## src/hdl/stereo_resonant_two_pole_lowpass_unit_macros.svh

```systemverilog
// Assertion macros for the stereo resonant two-pole low-pass unit.
// Depends on nothing; included by files that carry concurrent assertions.
`ifndef STEREO_RESONANT_TWO_POLE_LOWPASS_UNIT_MACROS_SVH
`define STEREO_RESONANT_TWO_POLE_LOWPASS_UNIT_MACROS_SVH
`ifndef NO_ASSERTIONS
`define SRTPL_ASSERT_NEVER(label, clk, rstn, cond) \
    label: assert property (@(posedge clk) disable iff (!rstn) !(cond)) \
        else $error("assertion failed: forbidden condition seen");
`define SRTPL_ASSERT_IMPLIES(label, clk, rstn, ante, cons) \
    label: assert property (@(posedge clk) disable iff (!rstn) (ante) |-> (cons)) \
        else $error("assertion failed: implication violated");
`else
`define SRTPL_ASSERT_NEVER(label, clk, rstn, cond)
`define SRTPL_ASSERT_IMPLIES(label, clk, rstn, ante, cons)
`endif
`endif

```

## src/hdl/srtpl_pkg.sv

```systemverilog
// Shared types, constants and arithmetic helpers of the two-pole low-pass unit.
// Depends on nothing.
package srtpl_pkg;

    localparam int SAMPLE_BITS   = 24;
    localparam int CHANNEL_COUNT = 2;
    localparam int STATE_BITS    = SAMPLE_BITS + 4;
    localparam int COEF_BITS     = 17;
    localparam int ACC_BITS      = STATE_BITS + COEF_BITS + 3;
    localparam int RND_BITS      = ACC_BITS - 16;
    localparam int CNT_BITS      = $clog2(COEF_BITS + 1);
    localparam int ADDR_BITS     = 4;

    localparam logic [COEF_BITS-1:0] COEF_ONE       = COEF_BITS'(65536);
    localparam logic [COEF_BITS-1:0] CUTOFF_RESET   = COEF_BITS'(4096);
    localparam logic [COEF_BITS-1:0] RESONANCE_RESET = COEF_BITS'(23170);
    localparam logic [1:0]           ACTIVE_RESET   = 2'd2;

    localparam logic [1:0] REG_CUTOFF    = 2'd0;
    localparam logic [1:0] REG_RESONANCE = 2'd1;
    localparam logic [1:0] REG_ACTIVE    = 2'd2;

    typedef struct packed {
        logic                          channel;
        logic signed [SAMPLE_BITS-1:0] sample_in;
        logic                          block_last;
    } in_item_t;

    typedef struct packed {
        logic                          channel_out;
        logic signed [SAMPLE_BITS-1:0] sample_out;
        logic                          block_last_out;
    } out_item_t;

    typedef struct packed {
        logic [COEF_BITS-1:0] cutoff;
        logic [COEF_BITS-1:0] resonance;
        logic [1:0]           active;
    } cfg_t;

    typedef struct packed {
        logic start;
        logic clear;
        logic negate;
    } mac_op_t;

    typedef enum logic [1:0] {
        S_IDLE,
        S_LAUNCH,
        S_WAIT,
        S_DONE
    } state_t;

    typedef enum logic [2:0] {
        STEP_RC,
        STEP_D_V0,
        STEP_C_X,
        STEP_C_V1,
        STEP_D_V1,
        STEP_C_V0
    } step_t;

    // Round half up, drop 16 fraction bits.
    function automatic logic signed [RND_BITS-1:0] round_q16(
        input logic signed [ACC_BITS-1:0] acc);
        logic signed [ACC_BITS-1:0] sum;
        begin
            sum = acc + ACC_BITS'(32768);
            round_q16 = sum[ACC_BITS-1:16];
        end
    endfunction

    function automatic logic signed [STATE_BITS-1:0] sat_state(
        input logic signed [RND_BITS-1:0] v);
        logic signed [RND_BITS-1:0] hi;
        logic signed [RND_BITS-1:0] lo;
        begin
            hi = RND_BITS'((64'sd1 <<< (STATE_BITS - 1)) - 64'sd1);
            lo = -hi - RND_BITS'(1);
            if (v > hi) begin
                sat_state = hi[STATE_BITS-1:0];
            end else if (v < lo) begin
                sat_state = lo[STATE_BITS-1:0];
            end else begin
                sat_state = v[STATE_BITS-1:0];
            end
        end
    endfunction

    function automatic logic signed [SAMPLE_BITS-1:0] sat_sample(
        input logic signed [STATE_BITS-1:0] v);
        logic signed [STATE_BITS-1:0] hi;
        logic signed [STATE_BITS-1:0] lo;
        begin
            hi = STATE_BITS'((64'sd1 <<< (SAMPLE_BITS - 1)) - 64'sd1);
            lo = -hi - STATE_BITS'(1);
            if (v > hi) begin
                sat_sample = hi[SAMPLE_BITS-1:0];
            end else if (v < lo) begin
                sat_sample = lo[SAMPLE_BITS-1:0];
            end else begin
                sat_sample = v[SAMPLE_BITS-1:0];
            end
        end
    endfunction

    function automatic logic [COEF_BITS-1:0] clamp_coef(input logic [31:0] value);
        logic [COEF_BITS-1:0] v;
        begin
            v = value[COEF_BITS-1:0];
            clamp_coef = (v > COEF_ONE) ? COEF_ONE : v;
        end
    endfunction

endpackage

```

## src/hdl/srtpl_regs.sv

```systemverilog
// APB-style configuration registers of the two-pole low-pass unit.
// Depends on srtpl_pkg.
module srtpl_regs (
    input  logic                              aclk,
    input  logic                              aresetn,
    input  logic                              psel,
    input  logic                              penable,
    input  logic                              pwrite,
    input  logic [srtpl_pkg::ADDR_BITS-1:0]   paddr,
    input  logic [31:0]                       pwdata,
    output logic [31:0]                       prdata,
    output logic                              pready,
    output srtpl_pkg::cfg_t                   cfg
);

    srtpl_pkg::cfg_t cfg_reg;
    srtpl_pkg::cfg_t cfg_next;
    logic [1:0]      index;
    logic            wr_en;

    assign index  = paddr[3:2];
    assign wr_en  = psel && penable && pwrite;
    assign pready = 1'b1;
    assign cfg    = cfg_reg;

    always_comb begin
        cfg_next = cfg_reg;
        if (wr_en) begin
            case (index)
                srtpl_pkg::REG_CUTOFF:    cfg_next.cutoff = srtpl_pkg::clamp_coef(pwdata);
                srtpl_pkg::REG_RESONANCE: cfg_next.resonance = srtpl_pkg::clamp_coef(pwdata);
                srtpl_pkg::REG_ACTIVE:    cfg_next.active = pwdata[1:0];
                default:                  cfg_next = cfg_reg;
            endcase
        end
    end

    always_comb begin
        case (index)
            srtpl_pkg::REG_CUTOFF:    prdata = 32'(cfg_reg.cutoff);
            srtpl_pkg::REG_RESONANCE: prdata = 32'(cfg_reg.resonance);
            srtpl_pkg::REG_ACTIVE:    prdata = 32'(cfg_reg.active);
            default:                  prdata = 32'd0;
        endcase
    end

    always_ff @(posedge aclk) begin
        if (!aresetn) begin
            cfg_reg.cutoff    <= srtpl_pkg::CUTOFF_RESET;
            cfg_reg.resonance <= srtpl_pkg::RESONANCE_RESET;
            cfg_reg.active    <= srtpl_pkg::ACTIVE_RESET;
        end else begin
            cfg_reg <= cfg_next;
        end
    end

endmodule

```

## src/hdl/srtpl_mac.sv

```systemverilog
// Bit-serial multiply-accumulate: one coefficient bit per cycle.
// Depends on srtpl_pkg.
module srtpl_mac (
    input  logic                                      aclk,
    input  logic                                      aresetn,
    input  srtpl_pkg::mac_op_t                        op,
    input  logic signed [srtpl_pkg::STATE_BITS-1:0]   mcand,
    input  logic [srtpl_pkg::COEF_BITS-1:0]           mplier,
    output logic signed [srtpl_pkg::ACC_BITS-1:0]     acc,
    output logic                                      busy,
    output logic                                      done
);

    logic signed [srtpl_pkg::ACC_BITS-1:0] acc_reg, acc_next;
    logic signed [srtpl_pkg::ACC_BITS-1:0] mcand_reg, mcand_next;
    logic [srtpl_pkg::COEF_BITS-1:0]       mplier_reg, mplier_next;
    logic [srtpl_pkg::CNT_BITS-1:0]        cnt_reg, cnt_next;
    logic                                  busy_reg, busy_next;
    logic                                  done_reg, done_next;
    logic signed [srtpl_pkg::ACC_BITS-1:0] ext;

    assign ext  = srtpl_pkg::ACC_BITS'(mcand);
    assign acc  = acc_reg;
    assign busy = busy_reg;
    assign done = done_reg;

    always_comb begin
        acc_next    = acc_reg;
        mcand_next  = mcand_reg;
        mplier_next = mplier_reg;
        cnt_next    = cnt_reg;
        busy_next   = busy_reg;
        done_next   = 1'b0;
        if (op.start && !busy_reg) begin
            acc_next    = op.clear ? '0 : acc_reg;
            mcand_next  = op.negate ? -ext : ext;
            mplier_next = mplier;
            cnt_next    = srtpl_pkg::CNT_BITS'(srtpl_pkg::COEF_BITS);
            busy_next   = 1'b1;
        end else if (busy_reg) begin
            // add the shifted multiplicand where the current bit is set
            if (mplier_reg[0]) begin
                acc_next = acc_reg + mcand_reg;
            end
            mcand_next  = mcand_reg <<< 1;
            mplier_next = mplier_reg >> 1;
            cnt_next    = cnt_reg - srtpl_pkg::CNT_BITS'(1);
            if (cnt_reg == srtpl_pkg::CNT_BITS'(1)) begin
                busy_next = 1'b0;
                done_next = 1'b1;
            end
        end
    end

    always_ff @(posedge aclk) begin
        if (!aresetn) begin
            busy_reg <= 1'b0;
            done_reg <= 1'b0;
            cnt_reg  <= '0;
        end else begin
            busy_reg <= busy_next;
            done_reg <= done_next;
            cnt_reg  <= cnt_next;
        end
        acc_reg    <= acc_next;
        mcand_reg  <= mcand_next;
        mplier_reg <= mplier_next;
    end

endmodule

```

## src/hdl/stereo_resonant_two_pole_lowpass_unit.sv

```systemverilog
// Top level of the stereo resonant two-pole low-pass unit.
// Depends on srtpl_pkg, srtpl_regs, srtpl_mac and the assertion macro header.
//
// One item carries a signed Q1.23 sample and its channel. For a filtered
// channel the unit runs six products through one bit-serial multiplier that
// retires one coefficient bit per cycle: r*c, then d*v0 + c*x - c*v1, then
// d*v1 + c*v0. Each product is launched, then the multiplier steps through
// the coefficient bits and hands back the sum; after the last product the
// result is saturated and offered, and no new item is accepted until it has
// gone to the output register. An item on an inactive channel skips the
// arithmetic: it passes through the done state to the output register
// without touching state.
// One item is in work at a time; the result sits in an output register so
// the next item may be accepted while it waits. Coefficients are written
// over the APB-style port (cutoff at 0x0, resonance at 0x4, active channel
// count at 0x8) and must only change while the unit is idle.
`include "stereo_resonant_two_pole_lowpass_unit_macros.svh"
module stereo_resonant_two_pole_lowpass_unit (
    input  logic                              aclk,
    input  logic                              aresetn,
    input  logic                              psel,
    input  logic                              penable,
    input  logic                              pwrite,
    input  logic [srtpl_pkg::ADDR_BITS-1:0]   paddr,
    input  logic [31:0]                       pwdata,
    output logic [31:0]                       prdata,
    output logic                              pready,
    input  logic                              s_valid,
    output logic                              s_ready,
    input  srtpl_pkg::in_item_t               s_payload,
    output logic                              m_valid,
    input  logic                              m_ready,
    output srtpl_pkg::out_item_t              m_payload
);

    localparam int SB = srtpl_pkg::SAMPLE_BITS;
    localparam int TB = srtpl_pkg::STATE_BITS;
    localparam int CB = srtpl_pkg::COEF_BITS;

    srtpl_pkg::cfg_t cfg;

    srtpl_regs u_regs (
        .aclk    (aclk),
        .aresetn (aresetn),
        .psel    (psel),
        .penable (penable),
        .pwrite  (pwrite),
        .paddr   (paddr),
        .pwdata  (pwdata),
        .prdata  (prdata),
        .pready  (pready),
        .cfg     (cfg)
    );

    srtpl_pkg::state_t state_reg, state_next;
    srtpl_pkg::step_t  step_reg, step_next;

    logic                 ch_reg, ch_next;
    logic signed [SB-1:0] x_reg, x_next;
    logic                 last_reg, last_next;
    logic signed [SB-1:0] res_reg, res_next;
    logic [CB-1:0]        d_reg, d_next;

    // integrator state, one entry per channel
    logic signed [TB-1:0] v0_reg [srtpl_pkg::CHANNEL_COUNT];
    logic signed [TB-1:0] v1_reg [srtpl_pkg::CHANNEL_COUNT];
    logic                 v0_wr, v1_wr;
    logic signed [TB-1:0] v_new;

    logic                 m_valid_reg, m_valid_next;
    srtpl_pkg::out_item_t m_payload_reg, m_payload_next;

    srtpl_pkg::mac_op_t                     mac_op;
    logic signed [TB-1:0]                   mac_a;
    logic [CB-1:0]                          mac_b;
    logic signed [srtpl_pkg::ACC_BITS-1:0]  mac_acc;
    logic                                   mac_busy;
    logic                                   mac_done;
    logic signed [srtpl_pkg::RND_BITS-1:0]  rounded;
    logic                                   filtered;
    logic                                   ch_idx;

    srtpl_mac u_mac (
        .aclk    (aclk),
        .aresetn (aresetn),
        .op      (mac_op),
        .mcand   (mac_a),
        .mplier  (mac_b),
        .acc     (mac_acc),
        .busy    (mac_busy),
        .done    (mac_done)
    );

    assign s_ready   = (state_reg == srtpl_pkg::S_IDLE);
    assign m_valid   = m_valid_reg;
    assign m_payload = m_payload_reg;
    assign rounded   = srtpl_pkg::round_q16(mac_acc);
    assign v_new     = srtpl_pkg::sat_state(rounded);
    assign ch_idx    = ch_reg;

    // a channel is filtered below both the active count and the channel count
    assign filtered = ({1'b0, s_payload.channel} < cfg.active) &&
                      (32'(s_payload.channel) < srtpl_pkg::CHANNEL_COUNT);

    // operand select for each product of the sequence
    always_comb begin
        mac_a         = v0_reg[ch_idx];
        mac_b         = cfg.cutoff;
        mac_op.start  = (state_reg == srtpl_pkg::S_LAUNCH);
        mac_op.clear  = 1'b0;
        mac_op.negate = 1'b0;
        case (step_reg)
            srtpl_pkg::STEP_RC: begin
                mac_a        = TB'(cfg.resonance);
                mac_op.clear = 1'b1;
            end
            srtpl_pkg::STEP_D_V0: begin
                mac_a        = v0_reg[ch_idx];
                mac_b        = d_reg;
                mac_op.clear = 1'b1;
            end
            srtpl_pkg::STEP_C_X: mac_a = TB'(x_reg);
            srtpl_pkg::STEP_C_V1: begin
                mac_a         = v1_reg[ch_idx];
                mac_op.negate = 1'b1;
            end
            srtpl_pkg::STEP_D_V1: begin
                mac_a        = v1_reg[ch_idx];
                mac_b        = d_reg;
                mac_op.clear = 1'b1;
            end
            srtpl_pkg::STEP_C_V0: mac_a = v0_reg[ch_idx];
            default: mac_a = v0_reg[ch_idx];
        endcase
    end

    always_comb begin
        state_next     = state_reg;
        step_next      = step_reg;
        ch_next        = ch_reg;
        x_next         = x_reg;
        last_next      = last_reg;
        res_next       = res_reg;
        d_next         = d_reg;
        v0_wr          = 1'b0;
        v1_wr          = 1'b0;
        m_valid_next   = m_valid_reg && !m_ready;
        m_payload_next = m_payload_reg;
        case (state_reg)
            srtpl_pkg::S_IDLE: begin
                if (s_valid) begin
                    ch_next   = s_payload.channel;
                    x_next    = s_payload.sample_in;
                    last_next = s_payload.block_last;
                    res_next  = s_payload.sample_in;
                    step_next = srtpl_pkg::STEP_RC;
                    // inactive channel: skip the arithmetic entirely
                    state_next = filtered ? srtpl_pkg::S_LAUNCH : srtpl_pkg::S_DONE;
                end
            end
            srtpl_pkg::S_LAUNCH: begin
                state_next = srtpl_pkg::S_WAIT;
            end
            srtpl_pkg::S_WAIT: begin
                if (mac_done) begin
                    state_next = srtpl_pkg::S_LAUNCH;
                    case (step_reg)
                        srtpl_pkg::STEP_RC: begin
                            d_next    = srtpl_pkg::COEF_ONE - CB'(rounded);
                            step_next = srtpl_pkg::STEP_D_V0;
                        end
                        srtpl_pkg::STEP_D_V0: step_next = srtpl_pkg::STEP_C_X;
                        srtpl_pkg::STEP_C_X:  step_next = srtpl_pkg::STEP_C_V1;
                        srtpl_pkg::STEP_C_V1: begin
                            v0_wr     = 1'b1;
                            step_next = srtpl_pkg::STEP_D_V1;
                        end
                        srtpl_pkg::STEP_D_V1: step_next = srtpl_pkg::STEP_C_V0;
                        srtpl_pkg::STEP_C_V0: begin
                            v1_wr      = 1'b1;
                            res_next   = srtpl_pkg::sat_sample(v_new);
                            state_next = srtpl_pkg::S_DONE;
                        end
                        default: state_next = srtpl_pkg::S_IDLE;
                    endcase
                end
            end
            srtpl_pkg::S_DONE: begin
                // hold until the output register is free
                if (!m_valid_reg || m_ready) begin
                    m_valid_next                  = 1'b1;
                    m_payload_next.channel_out    = ch_reg;
                    m_payload_next.sample_out     = res_reg;
                    m_payload_next.block_last_out = last_reg;
                    state_next                    = srtpl_pkg::S_IDLE;
                end
            end
            default: state_next = srtpl_pkg::S_IDLE;
        endcase
    end

    always_ff @(posedge aclk) begin
        if (!aresetn) begin
            state_reg   <= srtpl_pkg::S_IDLE;
            step_reg    <= srtpl_pkg::STEP_RC;
            m_valid_reg <= 1'b0;
            for (int i = 0; i < srtpl_pkg::CHANNEL_COUNT; i++) begin
                v0_reg[i] <= '0;
                v1_reg[i] <= '0;
            end
        end else begin
            state_reg   <= state_next;
            step_reg    <= step_next;
            m_valid_reg <= m_valid_next;
            if (v0_wr) begin
                v0_reg[ch_idx] <= v_new;
            end
            if (v1_wr) begin
                v1_reg[ch_idx] <= v_new;
            end
        end
        ch_reg        <= ch_next;
        x_reg         <= x_next;
        last_reg      <= last_next;
        res_reg       <= res_next;
        d_reg         <= d_next;
        m_payload_reg <= m_payload_next;
    end

    // accept an item only while the multiplier is quiet
    `SRTPL_ASSERT_IMPLIES(a_accept_mac_idle, aclk, aresetn, s_valid && s_ready, !mac_busy)
    // a finished product is only ever seen while waiting for it
    `SRTPL_ASSERT_NEVER(a_done_in_wait, aclk, aresetn, mac_done && (state_reg != srtpl_pkg::S_WAIT))
    // state is written only by a finished product
    `SRTPL_ASSERT_IMPLIES(a_state_write, aclk, aresetn, v0_wr || v1_wr, mac_done)

endmodule

```

## config.mk

```make
export PLATFORM = sky130hd
export DESIGN_NAME = stereo_resonant_two_pole_lowpass_unit
export DESIGN_NICKNAME = d
export VERILOG_FILES = /design/src/hdl/srtpl_pkg.sv /design/src/hdl/srtpl_regs.sv /design/src/hdl/srtpl_mac.sv /design/src/hdl/stereo_resonant_two_pole_lowpass_unit.sv
export VERILOG_INCLUDE_DIRS = /design/src /design/src/hdl
export SDC_FILE = /design/constraint.sdc
export NUM_CORES = 1
export LEC_CHECK = 0
export ABC_CLOCK_PERIOD_IN_PS = 5730
export BUFFER_PORTS_ARGS = -buffer_cell sky130_fd_sc_hd__buf_4
export CORE_UTILIZATION = 40
export CTS_CLUSTER_DIAMETER = 150
export CTS_CLUSTER_SIZE = 12
export DETAILED_ROUTE_END_ITERATION = 8
export SYNTH_ARGS = -nofsm -noshare
export SYNTH_HDL_FRONTEND = slang
export SYNTH_HIERARCHICAL = 1
export SYNTH_SLANG_ARGS = --single-unit
```

## constraint.sdc

```tcl
create_clock -name aclk -period 5.73 [get_ports aclk]
set_input_delay 1.4325 -clock aclk [delete_from_list [all_inputs] [get_ports aclk]]
set_output_delay 1.4325 -clock aclk [all_outputs]
set_load 0.02 [all_outputs]
```

**Word-level counts from Yosys, hierarchy flattened**

Memories as Yosys holds them, arrays and structs flattened. A register that Yosys moved wholly into a read port is not among the register bits.
Cells that the tools add are included.

- $add $sub $neg: 5
- Multiply operators: 0
- Div/mod/pow operators: 0
- Magnitude comparators: 6
- Eq/ne operators: 17
- Shifts and indexed selects: 0
- Mux-type cells: 61
- Bitwise logic cells: 2
- Reduce and logical (&&, ||, !) cells: 32

Operator list:

| operator | number |
|---|---|
| $mux W48 | 7 |
| $mux W24 | 5 |
| $mux W28 | 4 |
| $pmux W28 S3 | 1 |
| $mux W17 | 4 |
| $reduce_or A28 Y1 | 2 |
| $pmux W17 S3 | 1 |
| $add A48 B17 Y48 const B | 1 |
| $add A48 B48 Y48 | 1 |
| $neg A28 Y48 | 1 |
| $pmux W24 S2 | 1 |
| $gt A32 B28 Y1 const B | 1 |
| $lt A32 B28 Y1 const B | 1 |
| $gt A28 B24 Y1 const B | 1 |
| $lt A28 B24 Y1 const B | 1 |
| $mux W1 | 26 |
| $gt A17 B17 Y1 const B | 1 |
| $sub A17 B17 Y17 const A | 1 |
| $pmux W3 S5 | 1 |
| $mux W5 | 2 |
| $reduce_and A2 Y1 | 5 |
| $reduce_and A3 Y1 | 3 |
| $mux W2 | 4 |
| $pmux W2 S4 | 1 |
| 25 further kinds | 47 |

- Bits in registers: 255
- Bits in latches: 0
- Memory bits (writable): 112
- ROM bits: 0
- Input port bits: 69
- Output and inout bits: 61
- Logic and storage cells: 146
- Memories kept: 2

Memories:

| memory | words | bits a word | rd ports | clocked after Yosys merged registers in | write ports | line | text |
|---|---|---|---|---|---|---|---|
| v0_reg | 2 | 28 | 1 | 1 | 2 | stereo_resonant_two_pole_lowpass_unit.sv:65 | `logic signed [TB-1:0] v0_reg [srtpl_pkg::CHANNEL_COUNT];` |
| v1_reg | 2 | 28 | 1 | 1 | 2 | stereo_resonant_two_pole_lowpass_unit.sv:66 | `logic signed [TB-1:0] v1_reg [srtpl_pkg::CHANNEL_COUNT];` |

**Longest topological paths before layout**

Gate-level depths: netlist of run 1.

- Word-level depth: 10
- Gate-level depth with buffers: 17
- Mapped depth without buffers: 14

**Modules after synthesis**

Netlist of run 1, hierarchy kept.

By module, submodules not included:

| module | instances | cells an instance | area each (µm²) | sequential area each (µm²) |
|---|---|---|---|---|
| stereo_resonant_two_pole_lowpass_unit | 1 | 837 | 10518.8 | 6296.0 |
| srtpl_mac | 1 | 830 | 7797.5 | 3533.4 |
| srtpl_regs | 1 | 219 | 1794.2 | 720.7 |

**Worst setup path before layout of run 1**

Ideal clock, no wire load.

- Path kind: in2out
- From: input paddr[2] in the netlist's numbering
- To: output prdata[10]
- Data arrival time: 2545 ps
- Required time: 4298 ps
- Setup slack: 1752 ps
- Stages on the path: 4
- Path buffers: 2
- Cells stage by stage: buf_1 -> buf_2 -> mux2i_1 -> nor2_1

- Cells in the longest elaborated chain, start to end: 2
- Elaborated cells on any way between the ends: 4
- Those cells by class: eq/ne (2); mux (1); reduce/logical (1)

Ends and longest elaborated chain:

| element | line | text |
|---|---|---|
| start: declaration | stereo_resonant_two_pole_lowpass_unit.sv:24 | `input logic [srtpl_pkg::ADDR_BITS-1:0] paddr,` |
| $eq A2 B2 Y1, or another cell as far along | srtpl_regs.sv:39 | `case (index)` |
| $pmux W17 S3 * | srtpl_regs.sv:39 |  |
| end: declaration | stereo_resonant_two_pole_lowpass_unit.sv:26 | `output logic [31:0] prdata,` |

Mark *: on every way between the ends. The rest lies on a longest branch, timed or not.

**Final worst setup path of run 1**

- From: register step_reg[1]
- To: register u_mac/mcand_reg[43] in the netlist's numbering, data pin

- Cells in the longest elaborated chain, start to end: 6
- Elaborated cells on any way between the ends: 10
- Those cells by class: add/sub (1); eq/ne (3); mux (4); reduce/logical (2)

Ends and longest elaborated chain:

| element | line | text |
|---|---|---|
| start: declaration | stereo_resonant_two_pole_lowpass_unit.sv:56 | `srtpl_pkg::step_t step_reg, step_next;` |
| start signal: assignment | stereo_resonant_two_pole_lowpass_unit.sv:205 | `step_reg <= srtpl_pkg::STEP_RC;` |
| start signal: assignment | stereo_resonant_two_pole_lowpass_unit.sv:213 | `step_reg <= step_next;` |
| $eq A3 B2 Y1 / $eq A3 B3 Y1 (equally long branches) | stereo_resonant_two_pole_lowpass_unit.sv:112 | `case (step_reg)` |
| $reduce_or A2 Y1 (no line) | n/a |  |
| $pmux W28 S3 * | stereo_resonant_two_pole_lowpass_unit.sv:112 |  |
| net mac_a[17] | stereo_resonant_two_pole_lowpass_unit.sv:74 | `logic signed [TB-1:0] mac_a;` |
| $neg A28 Y48 * | srtpl_mac.sv:36 | `mcand_next = op.negate ? -ext : ext;` |
| $mux W48 * | srtpl_mac.sv:36 |  |
| $mux W48 * | srtpl_mac.sv:34 | `if (op.start && !busy_reg) begin` |
| net u_mac.mcand_next (one bit) | srtpl_mac.sv:15 | `logic signed [srtpl_pkg::ACC_BITS-1:0] mcand_reg, mcand_next;` |
| end signal: assignment | srtpl_mac.sv:66 | `mcand_reg <= mcand_next;` |
| end: declaration | srtpl_mac.sv:15 |  |

Mark *: on every way through the listed nets, which the timed path passes. The rest lies on a longest branch.
A chain may end at the register's enable or synchronous reset.

==> results of run 1 <==
[through the flow]
stage                     utilization (%)  instances  setup WS (ps)  area (um2)
final                               45.51       2630           1369       22420
after global routing                45.51       2629           1053       22410
after CTS                           45.51       2629           1380       22410
after detailed placement            43.41       2574           1382       21380
after global placement              43.41       2574           1496       21380
after floorplan                         -       1900           1752       20160
[power by group]
part	internal, mW	leakage, nW	switching [mW]
Combinational	0.581	4.37	1.00
Sequential	3.19	3.49	0.137
Clock	1.21	0.497	1.03
Total	4.98	8.36	2.17
[kinds of logic after synthesis]
kind of cell | share of synthesized area, %
DFF | 52.46
xor gates and xnor gates | 4.959
adders and majority gates | 3.397
AOI/OAI and AO/OA | 14.71
muxes | 6.116
buffers and inverters | 3.745
other | 0.03734
and+or+nand+nor | 14.57
[area by class of cell]
type	instances	area (um2)	area share, %
diodes	1	2.502	0.01116
clock buffers	51	957.2	4.270
clock inverters	4	75.07	0.3349
inverters	33	123.9	0.5526
multi-input cells	1377	8885	39.63
flip-flops and latches	368	10550	47.07
well taps	664	830.8	3.706
repair buffers	132	991.0	4.421
[per-layer routing]
layer,up-vias,share of wire (%)
li1,7069,-
met1,7328,43
met2,534,47
met3,87,6.9
met4,0,3.3
met5,-,0
[synthesized netlist by cell type (all sizes together) (13+ instances only)]
| master | number |
|---|---|
| nor3 | 23 |
| nor4 | 13 |
| ha | 53 |
| a21oi | 92 |
| nand4 | 29 |
| nand2 | 230 |
| edfxtp | 318 |
| o211ai | 27 |
| inv | 33 |
| clkbuf | 80 |
| xnor2 | 51 |
| nor2 | 162 |
| buf | 41 |
| a21o | 21 |
| o21a | 17 |
| dfxtp | 50 |
| o31ai | 13 |
| nand3 | 71 |
| xor2 | 62 |
| o221ai | 36 |
| mux2i | 46 |
| a31oi | 19 |
| mux2 | 68 |
| o21ai | 202 |
[critical path, cell delays in order, from the launching register on]
cell      delay, ps
dfxtp_1         330
buf_4           300
nand2_1         150
a21boi_0        640
o221ai_1        420
or3_4           480
or3_4           350
or3_4           340
nor3b_2         180
nand2_1         130
o21ai_2         190
o211a_1         430
nor2_1          110
[worst paths after layout]
path                             startpoint                   to  depth (start not counted)
worst max-delay path            step_reg[1]  u_mac/mcand_reg[43]                         12
worst min-delay path            res_reg[11]        m_payload[12]                          0
worst min register to register  res_reg[11]        m_payload[12]                          0
worst max register to register  step_reg[1]  u_mac/mcand_reg[43]                         12
==> results_dict.tcl, run 1 <==
set metrics [dict create \
    crit_fanout 44 \
    leakagePower_nw 8.359 \
    hold_buffers 0 \
    place_congestion 0.8584 \
    r2r_slack_ps 1370 \
    syn_area_per_cell_um2 10.66 \
    ir_drop_mv 0.2363 \
    min-delay-path-class "reg -> reg" \
    grt_use_met1_pct 28.97 \
    yosys.area.top_type "edfxtp_1" \
    drc 0 \
    yosysWarnings 6 \
    cts_tree "built" \
    io_buffers 96 \
    cp-end-kind "flop" \
    fin_setup_tns_ps 0 \
    cp_data_arrival_time_ps 4650 \
    hold_viol 0 \
    busiest_layer "met2" \
    post-route-period-util_pct 76.12 \
    grt_pass1_vias 14360 \
    slew_headroom_pct 15.49 \
    die_y_um 226.2 \
    grt_use_met3_pct 4.320 \
    cts_setup_buffers 0 \
    cts_buffers 36 \
    synth-edff-count 318 \
    ys_seq_area_share_pct 52.46 \
    fin_nets 2071 \
    syn_inst 1886 \
    final_common_cell "edfxtp_1" \
    htree_levels 2 \
    wl_per_cell_um 21.40 \
    cts.sinks 368 \
    grt_util_all_layers_pct 21.90 \
    dieWidth_um 226.2 \
    layout_common_cells "318 x edfxtp_1, 230 x nand2_1, 173 x o21ai_0" \
    setup_viol 0 \
    synth.cell_area_um2 20110 \
    firstDrtPassIters 5 \
    grt_pass1_wl_mm 84.84 \
    cts_resized 0 \
    start_util_pct 40.83 \
    area_growth_pct 11.47 \
    yosys.area.top_type_share_pct 47.48 \
    drt_iter0_drc 1375 \
    cts.path.max_buffers 3 \
    async_flop_share_pct 0 \
    crit_type "reg -> reg" \
    clockRootBuffer "clkbuf_16" \
    wirelength_mm 56.28 \
    clkTransAtPathRegs_ps 60 \
    ys_seq_elements 368 \
    hold-worst-slack_ps 418.4 \
    max_freq_ghz 0.2293 \
    fillCellCount 4611 \
    num_rows 81 \
    grt_overflow 0 \
    viasPerCell 5.710 \
    cap_violations 0 \
    outcome "finished clean" \
    grt_max_degree 82 \
    core_area_um2 49250 \
    drv_slew 0 \
    ant_nets 0 \
    critPathLaunchType "flop" \
    synth_cell_types 82 \
    dp_hpwl_mm 39.33 \
    synthTopCellsByArea "edfxtp_1 47%, dfxtp_1 5.0%, o21ai_0 4.3%" \
    via_count 15020 \
    io_pins 130 \
    total_power_mw 7.159 \
    tightest_slew_ps 1259 \
    min_period_ps 4361 \
    power.density_nw_per_um2 319.4 \
    rsz0062_at_grt "no" \
    insertion_delay_ps 570 \
    ys.flop_type "edfxtp_1" \
    antenna_found_initial 0 \
    required_ps 6020 \
    use_met2_pct 35.41 \
    skew_ps 17.48 \
    drive_gt1_share_pct 15.11 \
    die-area_um2 51180 \
]
(Power assumes the default switching activity.)
==> inputs of run 2 (changes only) <==
--- a/config.mk
+++ b/config.mk
@@ -6,7 +6,7 @@
 export SDC_FILE = /design/constraint.sdc
 export NUM_CORES = 1
 export LEC_CHECK = 0
-export ABC_CLOCK_PERIOD_IN_PS = 5730
+export ABC_CLOCK_PERIOD_IN_PS = 4200
 export BUFFER_PORTS_ARGS = -buffer_cell sky130_fd_sc_hd__buf_4
 export CORE_UTILIZATION = 40
 export CTS_CLUSTER_DIAMETER = 150
==> constraint.sdc (replaced) <==
create_clock -name aclk -period 4.2 [get_ports aclk]
set_input_delay 1.05 -clock aclk [delete_from_list [all_inputs] [get_ports aclk]]
set_output_delay 1.05 -clock aclk [all_outputs]
set_load 0.02 [all_outputs]
==> run 2 against run 1 <==
  * Sequential cell count is the same
  * Non-clock buffer count grew 34
  * First-iteration DRC count grew 11%
  * Sequential share of layout area shrank 0.64 points
  * Worst setup slack lost 1000 ps
  * Hold slack lost 2.1 ps
  * Global-route usage grew 0.29 points
  * Critical path depth grew 1
  * Largest cell class unchanged
==> results_dict.tcl, run 2 (synthesis results as in run 1) <==
set metrics [dict create \
    outcome "finished clean" \
    p_comb_share_pct 22.5 \
    crit_chain "buf_4 > mux2_2 > nor2_1 > a21oi_1 > nor2_1 > a211oi_1 > nor4_2 > nand2_1 > nor3_1 > nand2_1 > o21ai_2 > o211a_1 > nor2_1" \
    final.setup.worst_slack_ps 359.4 \
    drv_slew 0 \
    grt_pass1_vias 14680 \
    ir_drop_mv 0.3428 \
    dp_hpwl_mm 40.42 \
    grt_use_met3_pct 3.136 \
    start_util_pct 40.83 \
    rsz0062_at_grt "no" \
    cts_tree "built" \
    slew_headroom_pct 19.54 \
    insertion_delay_ps 570 \
    p_seq_share_pct 46.4 \
    wl_per_cell_um 21.20 \
    core_area_um2 49250 \
    setup_viol 0 \
    dieWidth_um 226.2 \
    num_rows 81 \
    fin_util_pct 46.14 \
    hold_viol 0 \
    power.density_nw_per_um2 430.9 \
    skew_ps 28.31 \
    viasPerCell 5.687 \
    grt_use_met1_pct 30.13 \
    crit_top_cell "nor2_1" \
    crit_fanout 23 \
    critPathCapture "u_mac/mcand_reg[37]" \
    antenna_found_initial 1 \
    place_congestion 0.8920 \
    clockRootBuffer "clkbuf_16" \
    final_common_cell "edfxtp_1" \
    io_buffers 96 \
    htree_levels 2 \
    max_freq_ghz 0.2604 \
    pre_cts_ws_ps 152.2 \
    use_met2_pct 36.32 \
    die_y_um 226.2 \
    required_ps 4500 \
    area_growth_pct 13.01 \
    grt_overflow 0 \
    via_count 15180 \
    cp-end-kind "flop" \
    leakagePower_nw 8.538 \
    intPower_mw 6.814 \
    r2r_slack_ps 360 \
    p_switching_mw 2.978 \
    r2r_end "u_mac/mcand_reg[37]" \
    cap_violations 0 \
    cts.sinks 368 \
    min_period_ps 3841 \
    grt_pass1_wl_mm 86.13 \
    power_frac_clock_pct 31.1 \
    cts.path.max_buffers 3 \
    firstDrtPassIters 7 \
    cts_buffers 36 \
    clkTransAtPathRegs_ps 60 \
    ant_nets 0 \
    crit_type "reg -> reg" \
    placed_cells 2608 \
    hold-worst-slack_ps 416.3 \
    drive_gt1_share_pct 16.60 \
    layout_common_cells "318 x edfxtp_1, 230 x nand2_1, 173 x o21ai_0" \
    critical-path-top-delay-family "simple AND/OR/NAND/NOR gates" \
    grt_max_degree 86 \
    final_cells 2670 \
    io_pins 130 \
    cp.depth 13 \
    tightest_slew_ps 1206 \
    wirelength_mm 56.61 \
    crit_buf_inv 1 \
    reg2reg_depth 13 \
    drc 0 \
    switching_share_pct 30.41 \
    min-delay-path-class "reg -> reg" \
    grt_util_all_layers_pct 22.19 \
    drt_iter0_drc 1525 \
    cp_data_arrival_time_ps 4140 \
    fin_setup_tns_ps 0 \
    slowest_stage "nor4_2" \
    fin_nets 2105 \
    busiest_layer "met2" \
    antenna_cells 0 \
    crit_path_max_incr_delay_ps 440 \
    die-area_um2 51180 \
    critPathLaunchType "flop" \
    post-route-period-util_pct 91.44 \
]
## run 2: metal layers
layer	part of all wire (%)	wire [um]	vias to the layer above
li1	-	-	7136
met4	2.7	1541	2
met2	47	26520	532
met5	0.023	13	-
met3	6.0	3407	89
met1	44	25130	7425
## run 2: timing repair
action	4_1_cts	5_1_grt
endpoints found under the setup margin	0	14
hold buffers	0	0
setup buffers	0	0
hold endpoints to repair	0	0
resized for setup	0	2
## run 2: worst min-delay path by stage
stage	depth (start not counted)	start	slack, ps	to
after global routing	0	res_reg[3]	420	m_payload[4]
after CTS	0	res_reg[16]	420	m_payload[17]
after floorplan	0	last_reg	400	m_payload[0]
after detailed placement	0	res_reg[10]	400	m_payload[11]
after global placement	0	res_reg[15]	400	m_payload[16]
final	0	res_reg[2]	420	m_payload[3]
## run 2: layout make-up
cell class | instances | area [um2]
flip-flops and latches | 368 | 10550
well taps | 664 | 830.8
multi-input cells | 1377 | 8891
clock buffers | 58 | 993.5
clock inverters | 4 | 51.30
inverters | 33 | 123.9
fillers | 4582 | 26530
repair buffers | 166 | 1284
## run 2: power by group through the flow
stage	Clock [mW]	Sequential [mW]	Combinational [mW]
3_3_place_gp	0	4.61	2.14
6_report	3.05	4.54	2.20
3_5_place_dp	0	4.62	2.18
2_1_floorplan	0	4.54	1.57
4_1_cts	3.10	4.54	2.19
5_1_grt	3.23	4.57	2.43
## run 2: stage by stage
stage          area, um2  total power [mW]
5_1_grt            22730             10.23
3_5_place_dp       21670             6.793
3_3_place_gp       21670             6.752
2_1_floorplan      20160             6.116
6_report           22730             9.792
4_1_cts            22720             9.833
